File: src/design/lsd_pkg.sv
// Shared types and constants for the 3D line stepper.
// No dependencies; every other design file imports this package.
package lsd_pkg;

    localparam int COORD_W = 32;             // coordinate width
    localparam int SPAN_W  = COORD_W + 1;    // absolute span per axis
    localparam int ERR_W   = COORD_W + 2;    // offset error terms and thresholds

    localparam int IN_FIELDS_W  = 6 * COORD_W;
    localparam int IN_TDATA_W   = ((IN_FIELDS_W + 7) / 8) * 8;
    localparam int OUT_FIELDS_W = 3 * COORD_W + 6;
    localparam int OUT_TDATA_W  = ((OUT_FIELDS_W + 7) / 8) * 8;

    localparam int Q_DEPTH = 4;
    localparam int Q_PTR_W = $clog2(Q_DEPTH);
    localparam int Q_CNT_W = $clog2(Q_DEPTH + 1);

    typedef enum logic {
        ACT_LOAD = 1'b0,
        ACT_STEP = 1'b1
    } action_t;

    typedef enum logic [1:0] {
        AXIS_X = 2'd0,
        AXIS_Y = 2'd1,
        AXIS_Z = 2'd2
    } axis_t;

    localparam logic [1:0] STEP_NONE = 2'b00;
    localparam logic [1:0] STEP_POS  = 2'b01;
    localparam logic [1:0] STEP_NEG  = 2'b11;

    typedef logic signed [COORD_W-1:0] coord_t;

    typedef struct packed {
        action_t      action;
        coord_t [2:0] stop;
        coord_t [2:0] start;
    } in_item_t;

    // Classified command handed from the front end to the stepping engine.
    typedef struct packed {
        action_t                  action;
        logic [2:0][COORD_W-1:0]  pos;
        logic [2:0]               sign;
        axis_t                    major;
        logic [SPAN_W-1:0]        span_major;
        logic [1:0][ERR_W-1:0]    thr;
        logic [1:0][ERR_W-1:0]    inc;
    } cmd_t;

    typedef struct packed {
        logic full;
        logic empty;
    } q_stat_t;

    typedef struct packed {
        logic [2:0][1:0]         step;
        logic [2:0][COORD_W-1:0] pos;
        logic                    last;
        logic                    done;
    } res_t;

endpackage

File: src/design/lsd_front.sv
// Front end of the line stepper: two-stage classifier that turns load items into
// spans, directions, driving axis and error thresholds. Depends on lsd_pkg.
module lsd_front (
    input  logic           aclk,
    input  logic           aresetn,
    input  logic           s_valid,
    output logic           s_ready,
    input  lsd_pkg::in_item_t s_item,
    input  lsd_pkg::q_stat_t  q_stat,
    output logic           push,
    output lsd_pkg::cmd_t  push_cmd
);
    import lsd_pkg::*;

    // stage A: spans and directions
    logic                    a_valid_reg, a_valid_next;
    action_t                 a_action_reg;
    logic [2:0][COORD_W-1:0] a_pos_reg;
    logic [2:0]              a_sign_reg, a_sign_next;
    logic [2:0][SPAN_W-1:0]  a_span_reg, a_span_next;

    // stage B: full command
    logic b_valid_reg, b_valid_next;
    cmd_t b_cmd_reg, b_cmd_next;

    logic a_ready, b_ready;

    assign b_ready = !b_valid_reg || !q_stat.full;
    assign a_ready = !a_valid_reg || b_ready;
    assign s_ready = a_ready;
    assign push     = b_valid_reg && !q_stat.full;
    assign push_cmd = b_cmd_reg;

    always_comb begin
        logic signed [SPAN_W-1:0] ext_s, ext_e, fwd, rev;
        logic gt;
        for (int i = 0; i < 3; i++) begin
            ext_s = {s_item.start[i][COORD_W-1], s_item.start[i]};
            ext_e = {s_item.stop[i][COORD_W-1], s_item.stop[i]};
            fwd   = ext_e - ext_s;
            rev   = ext_s - ext_e;
            gt    = $signed(s_item.stop[i]) > $signed(s_item.start[i]);
            a_sign_next[i] = !gt;
            a_span_next[i] = gt ? fwd : rev;
        end
    end

    // Pairwise span differences: the sign bit gives the compare, and the
    // difference against the driving axis gives the minor threshold.
    function automatic logic [ERR_W-1:0] span_diff(input logic [SPAN_W-1:0] a,
                                                    input logic [SPAN_W-1:0] b);
        return ERR_W'(a) - ERR_W'(b);
    endfunction

    always_comb begin
        logic [ERR_W-1:0] d01, d02, d12, d10, d20, d21;
        logic ge01, ge02, ge12;
        d01 = span_diff(a_span_reg[0], a_span_reg[1]);
        d02 = span_diff(a_span_reg[0], a_span_reg[2]);
        d12 = span_diff(a_span_reg[1], a_span_reg[2]);
        d10 = span_diff(a_span_reg[1], a_span_reg[0]);
        d20 = span_diff(a_span_reg[2], a_span_reg[0]);
        d21 = span_diff(a_span_reg[2], a_span_reg[1]);
        ge01 = !d01[ERR_W-1];
        ge02 = !d02[ERR_W-1];
        ge12 = !d12[ERR_W-1];

        b_cmd_next.action = a_action_reg;
        b_cmd_next.pos    = a_pos_reg;
        b_cmd_next.sign   = a_sign_reg;
        if (ge01 && ge02) begin
            b_cmd_next.major      = AXIS_X;
            b_cmd_next.span_major = a_span_reg[0];
            b_cmd_next.thr[0]     = {d01[ERR_W-2:0], 1'b0};
            b_cmd_next.thr[1]     = {d02[ERR_W-2:0], 1'b0};
            b_cmd_next.inc[0]     = {a_span_reg[1], 1'b0};
            b_cmd_next.inc[1]     = {a_span_reg[2], 1'b0};
        end else if (ge12) begin
            b_cmd_next.major      = AXIS_Y;
            b_cmd_next.span_major = a_span_reg[1];
            b_cmd_next.thr[0]     = {d10[ERR_W-2:0], 1'b0};
            b_cmd_next.thr[1]     = {d12[ERR_W-2:0], 1'b0};
            b_cmd_next.inc[0]     = {a_span_reg[0], 1'b0};
            b_cmd_next.inc[1]     = {a_span_reg[2], 1'b0};
        end else begin
            b_cmd_next.major      = AXIS_Z;
            b_cmd_next.span_major = a_span_reg[2];
            b_cmd_next.thr[0]     = {d20[ERR_W-2:0], 1'b0};
            b_cmd_next.thr[1]     = {d21[ERR_W-2:0], 1'b0};
            b_cmd_next.inc[0]     = {a_span_reg[0], 1'b0};
            b_cmd_next.inc[1]     = {a_span_reg[1], 1'b0};
        end
    end

    assign a_valid_next = a_ready ? s_valid : a_valid_reg;
    assign b_valid_next = b_ready ? a_valid_reg : b_valid_reg;

    always_ff @(posedge aclk) begin
        if (!aresetn) begin
            a_valid_reg <= 1'b0;
            b_valid_reg <= 1'b0;
        end else begin
            a_valid_reg <= a_valid_next;
            b_valid_reg <= b_valid_next;
        end
    end

    always_ff @(posedge aclk) begin
        if (s_valid && a_ready) begin
            a_action_reg <= s_item.action;
            a_pos_reg    <= s_item.start;
            a_sign_reg   <= a_sign_next;
            a_span_reg   <= a_span_next;
        end
        if (a_valid_reg && b_ready) begin
            b_cmd_reg <= b_cmd_next;
        end
    end

endmodule

File: src/design/lsd_queue.sv
// Short command queue between the front end and the stepping engine.
// Depends on lsd_pkg for the command type and depth.
module lsd_queue (
    input  logic             aclk,
    input  logic             aresetn,
    input  logic             push,
    input  lsd_pkg::cmd_t    push_cmd,
    input  logic             pop,
    output lsd_pkg::cmd_t    head_cmd,
    output lsd_pkg::q_stat_t stat
);
    import lsd_pkg::*;

    cmd_t               slot_reg [Q_DEPTH];
    logic [Q_PTR_W-1:0] wr_ptr_reg, wr_ptr_next;
    logic [Q_PTR_W-1:0] rd_ptr_reg, rd_ptr_next;
    logic [Q_CNT_W-1:0] count_reg, count_next;

    function automatic logic [Q_PTR_W-1:0] ptr_inc(input logic [Q_PTR_W-1:0] p);
        return (p == Q_PTR_W'(Q_DEPTH - 1)) ? '0 : p + 1'b1;
    endfunction

    assign wr_ptr_next = push ? ptr_inc(wr_ptr_reg) : wr_ptr_reg;
    assign rd_ptr_next = pop ? ptr_inc(rd_ptr_reg) : rd_ptr_reg;
    assign count_next  = count_reg + Q_CNT_W'(push) - Q_CNT_W'(pop);

    assign stat.full  = (count_reg == Q_CNT_W'(Q_DEPTH));
    assign stat.empty = (count_reg == '0);
    assign head_cmd   = slot_reg[rd_ptr_reg];

    always_ff @(posedge aclk) begin
        if (!aresetn) begin
            wr_ptr_reg <= '0;
            rd_ptr_reg <= '0;
            count_reg  <= '0;
        end else begin
            wr_ptr_reg <= wr_ptr_next;
            rd_ptr_reg <= rd_ptr_next;
            count_reg  <= count_next;
        end
    end

    always_ff @(posedge aclk) begin
        if (push) begin
            slot_reg[wr_ptr_reg] <= push_cmd;
        end
    end

endmodule

File: src/design/lsd_back.sv
// Stepping engine: holds the segment state and runs one command per cycle
// into the result register unless stalled or idle. Depends on lsd_pkg.
module lsd_back (
    input  logic             aclk,
    input  logic             aresetn,
    input  lsd_pkg::q_stat_t q_stat,
    input  lsd_pkg::cmd_t    head_cmd,
    output logic             pop,
    output logic             m_valid,
    input  logic             m_ready,
    output lsd_pkg::res_t    m_res
);
    import lsd_pkg::*;

    logic [2:0][COORD_W-1:0] pos_reg, pos_next;
    logic [2:0]              sign_reg, sign_next;
    axis_t                   major_reg, major_next;
    logic [1:0][ERR_W-1:0]   thr_reg, thr_next;
    logic [1:0][ERR_W-1:0]   inc_reg, inc_next;
    logic [1:0][ERR_W-1:0]   err_reg, err_next;
    logic [SPAN_W-1:0]       remaining_reg, remaining_next;

    logic m_valid_reg, m_valid_next;
    res_t res_reg, res_next;

    // advance datapath
    logic [1:0]              take;
    logic [1:0][ERR_W-1:0]   err_adv;
    logic [2:0]              moves;
    logic [2:0][1:0]         step_adv;
    logic [2:0][COORD_W-1:0] pos_adv;

    assign pop          = !q_stat.empty && (!m_valid_reg || m_ready);
    assign m_valid_next = pop ? 1'b1 : (m_ready ? 1'b0 : m_valid_reg);
    assign m_valid      = m_valid_reg;
    assign m_res        = res_reg;

    // Minor axes in ascending order for the given driving axis.
    function automatic logic [1:0] minor_axis(input axis_t major, input int k);
        logic [1:0] lo;
        logic [1:0] hi;
        case (major)
            AXIS_X:  begin lo = 2'd1; hi = 2'd2; end
            AXIS_Y:  begin lo = 2'd0; hi = 2'd2; end
            default: begin lo = 2'd0; hi = 2'd1; end
        endcase
        return (k == 0) ? lo : hi;
    endfunction

    always_comb begin
        for (int k = 0; k < 2; k++) begin
            take[k]    = err_reg[k] >= thr_reg[k];
            err_adv[k] = take[k] ? err_reg[k] - thr_reg[k] : err_reg[k] + inc_reg[k];
        end
        for (int i = 0; i < 3; i++) begin
            moves[i] = (2'(i) == major_reg)
                     || ((2'(i) == minor_axis(major_reg, 0)) && take[0])
                     || ((2'(i) == minor_axis(major_reg, 1)) && take[1]);
            if (!moves[i]) begin
                step_adv[i] = STEP_NONE;
                pos_adv[i]  = pos_reg[i];
            end else if (sign_reg[i]) begin
                step_adv[i] = STEP_NEG;
                pos_adv[i]  = pos_reg[i] - 1'b1;
            end else begin
                step_adv[i] = STEP_POS;
                pos_adv[i]  = pos_reg[i] + 1'b1;
            end
        end
    end

    always_comb begin
        pos_next       = pos_reg;
        sign_next      = sign_reg;
        major_next     = major_reg;
        thr_next       = thr_reg;
        inc_next       = inc_reg;
        err_next       = err_reg;
        remaining_next = remaining_reg;
        res_next.pos   = pos_reg;
        res_next.step  = {3{STEP_NONE}};
        res_next.last  = 1'b0;
        res_next.done  = 1'b0;
        case (head_cmd.action)
            ACT_LOAD: begin
                pos_next       = head_cmd.pos;
                sign_next      = head_cmd.sign;
                major_next     = head_cmd.major;
                thr_next       = head_cmd.thr;
                inc_next       = head_cmd.inc;
                err_next[0]    = ERR_W'(head_cmd.span_major);
                err_next[1]    = ERR_W'(head_cmd.span_major);
                remaining_next = head_cmd.span_major;
                res_next.pos   = head_cmd.pos;
                res_next.last  = (head_cmd.span_major == '0);
            end
            ACT_STEP: begin
                if (remaining_reg == '0) begin
                    res_next.done = 1'b1;
                end else begin
                    pos_next       = pos_adv;
                    err_next       = err_adv;
                    remaining_next = remaining_reg - 1'b1;
                    res_next.pos   = pos_adv;
                    res_next.step  = step_adv;
                    res_next.last  = (remaining_reg == SPAN_W'(1));
                end
            end
            default: begin
                res_next.done = 1'b1;
            end
        endcase
    end

    always_ff @(posedge aclk) begin
        if (!aresetn) begin
            m_valid_reg   <= 1'b0;
            pos_reg       <= '0;
            sign_reg      <= '0;
            major_reg     <= AXIS_X;
            thr_reg       <= '0;
            inc_reg       <= '0;
            err_reg       <= '0;
            remaining_reg <= '0;
        end else begin
            m_valid_reg <= m_valid_next;
            if (pop) begin
                pos_reg       <= pos_next;
                sign_reg      <= sign_next;
                major_reg     <= major_next;
                thr_reg       <= thr_next;
                inc_reg       <= inc_next;
                err_reg       <= err_next;
                remaining_reg <= remaining_next;
            end
        end
    end

    always_ff @(posedge aclk) begin
        if (pop) begin
            res_reg <= res_next;
        end
    end

endmodule

File: src/design/line_stepper_3d_unit.sv
// Top level of the 3D Bresenham line stepper: front end, command queue and
// stepping engine. Depends on lsd_pkg, lsd_front, lsd_queue, lsd_back.
//
//  channel | ports     | tdata (low bit up)                       | tuser    | tlast
//  --------+-----------+------------------------------------------+----------+------
//  in      | s_axis_*  | start_x, start_y, start_z, end_x, end_y, | action   | -
//          |           | end_z (32 bits each)                     |          |
//  out     | m_axis_*  | pos_x, pos_y, pos_z (32 each), step_x,   | done_res | last
//          |           | step_y, step_z (2 each), 2 zero bits     |          |
//
// Flow: one item per cycle while m_axis_tready stays high; an item passes front
//   stage A (loaded on the accepting edge), stage B, a queue slot and then the
//   result register. The per-step loop is one compare and one add or subtract
//   per minor error term, held in the stepping engine, so step items keep that
//   rate too.
// Reset: aresetn low clears the queue, the valids and the segment state (origin,
//   nothing left to walk), so a step item right after reset returns a done item.
// Stalls: the result register keeps its item while m_axis_tready is low; the
//   four-entry queue absorbs the front end's in-flight items, and s_axis_tready
//   drops only once the queue is full and the front stages are occupied.
module line_stepper_3d_unit (
    input  logic                            aclk,
    input  logic                            aresetn,
    // start_x, start_y, start_z, end_x, end_y, end_z
    input  logic [lsd_pkg::IN_TDATA_W-1:0]  s_axis_tdata,
    // action
    input  logic                            s_axis_tuser,
    input  logic                            s_axis_tvalid,
    output logic                            s_axis_tready,
    // pos_x, pos_y, pos_z, step_x, step_y, step_z
    output logic [lsd_pkg::OUT_TDATA_W-1:0] m_axis_tdata,
    // done_res
    output logic                            m_axis_tuser,
    output logic                            m_axis_tlast,
    output logic                            m_axis_tvalid,
    input  logic                            m_axis_tready
);
    import lsd_pkg::*;

    in_item_t s_item;
    q_stat_t  q_stat;
    cmd_t     push_cmd, head_cmd;
    logic     push, pop;
    res_t     m_res;

    // unpack the input item
    always_comb begin
        s_item.action = action_t'(s_axis_tuser);
        for (int i = 0; i < 3; i++) begin
            s_item.start[i] = s_axis_tdata[i * COORD_W +: COORD_W];
            s_item.stop[i]  = s_axis_tdata[(3 + i) * COORD_W +: COORD_W];
        end
    end

    lsd_front u_front (
        .aclk     (aclk),
        .aresetn  (aresetn),
        .s_valid  (s_axis_tvalid),
        .s_ready  (s_axis_tready),
        .s_item   (s_item),
        .q_stat   (q_stat),
        .push     (push),
        .push_cmd (push_cmd)
    );

    lsd_queue u_queue (
        .aclk     (aclk),
        .aresetn  (aresetn),
        .push     (push),
        .push_cmd (push_cmd),
        .pop      (pop),
        .head_cmd (head_cmd),
        .stat     (q_stat)
    );

    lsd_back u_back (
        .aclk     (aclk),
        .aresetn  (aresetn),
        .q_stat   (q_stat),
        .head_cmd (head_cmd),
        .pop      (pop),
        .m_valid  (m_axis_tvalid),
        .m_ready  (m_axis_tready),
        .m_res    (m_res)
    );

    // pack the result item: positions low, step codes above, zero fill on top
    assign m_axis_tdata = OUT_TDATA_W'({m_res.step, m_res.pos});
    assign m_axis_tlast = m_res.last;
    assign m_axis_tuser = m_res.done;

    // a done item never moves and never closes a segment
    a_done_quiet: assert property (@(posedge aclk) disable iff (!aresetn)
        m_axis_tvalid && m_axis_tuser |->
            !m_axis_tlast && (m_res.step == {3{STEP_NONE}}))
        else $error("done item with motion or last flag");

    // no axis ever jumps by two
    a_step_codes: assert property (@(posedge aclk) disable iff (!aresetn)
        m_axis_tvalid |-> (m_res.step[0] != 2'b10) && (m_res.step[1] != 2'b10)
                       && (m_res.step[2] != 2'b10))
        else $error("illegal step code");

    // queue status flags are exclusive
    a_queue_flags: assert property (@(posedge aclk) disable iff (!aresetn)
        !(q_stat.full && q_stat.empty))
        else $error("queue full and empty at once");

    // results drop out of reset empty
    a_reset_idle: assert property (@(posedge aclk)
        !aresetn |=> !m_axis_tvalid)
        else $error("result valid right after reset");

endmodule

File: config.mk
export PLATFORM = sky130hd
export DESIGN_NAME = line_stepper_3d_unit
export DESIGN_NICKNAME = d
export VERILOG_FILES = /design/src/design/lsd_pkg.sv /design/src/design/lsd_front.sv /design/src/design/lsd_queue.sv /design/src/design/lsd_back.sv /design/src/design/line_stepper_3d_unit.sv
export SDC_FILE = /design/constraint.sdc
export NUM_CORES = 2
export LEC_CHECK = 0
export ABC_AREA = 1
export BUFFER_PORTS_ARGS = -buffer_cell sky130_fd_sc_hd__buf_2
export CAP_MARGIN = 30
export CORE_UTILIZATION = 30
export DETAILED_ROUTE_END_ITERATION = 6
export PLACE_DENSITY_LB_ADDON = 0.25
export SYNTH_ARGS = -nofsm -noshare
export SYNTH_HDL_FRONTEND = slang
export SYNTH_SLANG_ARGS = --single-unit
File: constraint.sdc
create_clock -name aclk -period 25.9 [get_ports aclk]
set_clock_uncertainty 0.2 [all_clocks]
set_input_delay 2.59 -clock aclk [delete_from_list [all_inputs] [get_ports aclk]]
set_output_delay 2.59 -clock aclk [all_outputs]
set_load 0.01 [all_outputs]
==> impl_metrics.csv <==
group,metric,value,unit
logic_synthesis,synth.ff_latch_count,1983,
logic_synthesis,library_cell_occupying_the_most_area_in_the_post_synthesis_netlist,"edfxtp_1",
logic_synthesis,postSynthCellCount,13770,
critical_path,cp_slowest_stage_delay,730,ps
critical_path,critical_path_peak_fanout,42,
critical_path,crit_family,"compound AO/OA/AOI/OAI gates",
clock_network,cts_hold_buf,0,
die,std_cell_rows,226,
pwr,power_leakage,53.37,nW
route,detail_route.first_pass.iterations,6,
route,drc,0,
critical_path,reg2reg_setup_slack,19750,ps
pwr,power.density,127.3,nW/um2
critical_path,path_depth,19,
timing,number_of_slew_limit_violations_in_the_final_report,0,
critical_path,worstSetupEndpointType,"register",
route,routed-via-count,97130,
die,io-pin-count,305,
clock_network,cts.path.max_buffers,4,
die,die_width,621.1,um
die,die_height,621.1,um
grt,wire_length_of_the_first_global_routing_pass,640.7,mm
die,initial_core_util,30.23,%
logic_synthesis,netlist_area,115000,um2
critical_path,cp_slowest_cell,"edfxtp_1",
clock_network,setup_fix_buffers_added_after_clock_tree_synthesis,0,
logic_synthesis,yosys.cell_types.count,62,
critical_path,worst_ep_required_time,26180,ps
timing,hold_ws,189.2,ps
pwr,ir_worst_vdd,0.0001134,V
critical_path,timing.setup.critical_path_class,"reg -> reg",
logic_synthesis,seq_area_frac_synth,48.79,%
grt,initial_antenna_violation_count,70,
critical_path,critPathBufInv,3,
timing,final_min_period_over_clock_period,23.76,%
place,detailedPlace.worstSlack,19490,ps
route,viasPerCell,5.091,
timing,finalHoldViolations,0,
clock_network,cts-buffers-inserted,221,
timing,setup_tns,0,ps
route,detailedRoute.firstIterationViolations,9479,
place,post-place-cells,18640,
grt,grt_start_max_net_pins,184,
layout,final_net_count,14660,
logic_synthesis,synth.yosys.warnings,0,
timing,final_critical_path_setup_slack,19750,ps
critical_path,worst-r2r-cell-count,19,
clock_network,postCtsResizedCells,0,
logic_synthesis,synth_edf_count,1638,
timing,slew-limit-headroom,23.62,%
layout,synthToLayoutAreaGrowth,12.15,%
critical_path,worst_ep_arrival_time,6440,ps
critical_path,crit_path_start_kind,"register",
clock_network,tritoncts_clock_tree,"yes",
die,core_area,380300,um2
route,drt.antenna.violating_nets,0,
grt,globalRouteOverflowTotal,0,
place,global_placer_s_final_weighted_congestion,1.006,
critical_path,cp_cell_sequence,"inv_1 > ha_1 > inv_1 > o21bai_1 > a21boi_0 > nand2_1 > nor2_2 > nand2_4 > o21ai_1 > ha_1 > a21oi_1 > o21ai_0 > a21oi_1 > inv_1 > a21oi_1 > o21ai_0 > xor2_1 > nand2_1 > o21ai_0",
logic_synthesis,synth-async-reset-ratio,0,%
clock_network,worstSkewPairLatency,990,ps
flow_run,timing.max_cap.violations,0,
clock_network,clk_pin_slew,60,ps
clock_network,cts.sink_count,1983,
timing,unrepaired_setup_endpoints_after_global_routing,"no",
route,routed_wirelength,451.2,mm
logic_synthesis,yosys.area.top_type_share,42.78,%
layout,post_layout_nonfiller_instances,19080,
clock_network,clockRootBuffer,"clkbuf_16",
logic_synthesis,post_synth_main_area_contributors,"edfxtp_1 (43%), nand2_1 (10%), ha_1 (6.4%)",
hold_path,holdPathStages,0,
logic_synthesis,mean_area_per_synthesized_cell,8.352,um2
layout,layout-drive-gt1-share,6.343,%
timing,maxClockFrequency,162.5,MHz
timing,worstMarginPinSlew,1134,ps
logic_synthesis,dominant_register_cell_in_the_synthesized_netlist,"edfxtp_1",
timing,final.min_clock_period,6153,ps
hold_path,timing.hold.worst.class,"reg -> reg",
grt,grt_pass1_vias,90310,
route,post_drt_wl_per_cell,23.65,um
place,place_hpwl,343.5,mm
die,fp.dieArea,385700,um2
outcome,run_status,"completed",
place,number_of_port_buffers,302,
grt,grt_util_all_layers,22.49,%
clock_network,clock_tree.htree_level_count,4,
layout,largest_register_ff_count,1068,
timing,setup_violation_total_in_the_final_timing_report,0,
placed cells by master, fill, tap and decap left out, drive strengths merged, types with 73 or more instances in the layout:
cell type / instances
nand2: 3203
nor2: 1683
edfxtp: 1638
inv: 1483
o21ai: 1287
a21oi: 1006
nand3: 705
ha: 584
buf: 413
dfxtp: 345
xor2: 332
clkbuf: 279
a31oi: 184
o22ai: 110
xnor2: 92
o211ai: 87
clkinv: 82
nor3: 79
o21bai: 76
nand4: 73
final timing paths:
check,startpoint,to
setup / recovery,u_front.a_span_reg[63],u_front.push_cmd[88]
hold / removal,u_front.push_cmd[145],u_queue.slot_reg[1][145]
setup reg to reg,u_front.a_span_reg[63],u_front.push_cmd[88]
hold reg to reg,u_front.push_cmd[145],u_queue.slot_reg[1][145]
cells in the mapped netlist, types with 92 or more instances:
| cell | count |
|---|---|
| buf_2 | 175 |
| a21oi_1 | 975 |
| nand2_1 | 3186 |
| edfxtp_1 | 1638 |
| o21ai_0 | 1156 |
| dfxtp_1 | 345 |
| xnor2_1 | 92 |
| nand3_1 | 698 |
| nor2_1 | 1665 |
| o21ai_1 | 130 |
| inv_1 | 1447 |
| a31oi_1 | 184 |
| ha_1 | 584 |
| xor2_1 | 332 |
| o22ai_1 | 110 |
| clkbuf_1 | 261 |
stage by stage:
step | power, mW | util, % | cell area, um2
2_1_floorplan | 9.783 | - | 115000
3_3_place_gp | 13.01 | 31.85 | 121100
3_5_place_dp | 13.04 | 31.88 | 121300
4_1_cts | 16.34 | 33.86 | 128800
5_1_grt | 17.34 | 33.90 | 128900
6_report | 16.41 | 33.90 | 128900
where the power goes:
part	switching (mW)	total, mW	internal, mW
clock	1.38	3.28	1.89
sequential	0.557	4.74	4.18
combinational	6.11	8.39	2.28
final cells by class:
class / instances / area (um2)
clock buffers: 278 / 5997
well taps: 5016 / 6276
inverters: 1471 / 5564
repair buffers: 414 / 2526
diodes: 14 / 35.03
clock inverters: 135 / 1535
fillers: 39610 / 251400
multi-input cells: 9767 / 50910
flip-flops and latches: 1983 / 56100
kinds of logic after synthesis:
| group | Yosys count | synth area share [%] |
|---|---|---|
| buffers and inverters | 2017 | 7.002 |
| xor gates and xnor gates | 424 | 3.230 |
| DFF | 1983 | 48.79 |
| and+or+nand+nor | 5835 | 20.50 |
| AOI/OAI and AO/OA | 2903 | 13.79 |
| other | 1 | 0.003261 |
| adders and majority gates | 603 | 6.686 |
metal layers:
layer	track usage, %	part of all wire (%)	vias to the layer above
met5	0	0.051	-
met4	8.227	4.2	36
met3	3.174	6.7	595
met2	35.39	44	3287
met1	31.31	45	46680
li1	-	-	46530
No activity file was read; power rests on OpenSTA's default activity.
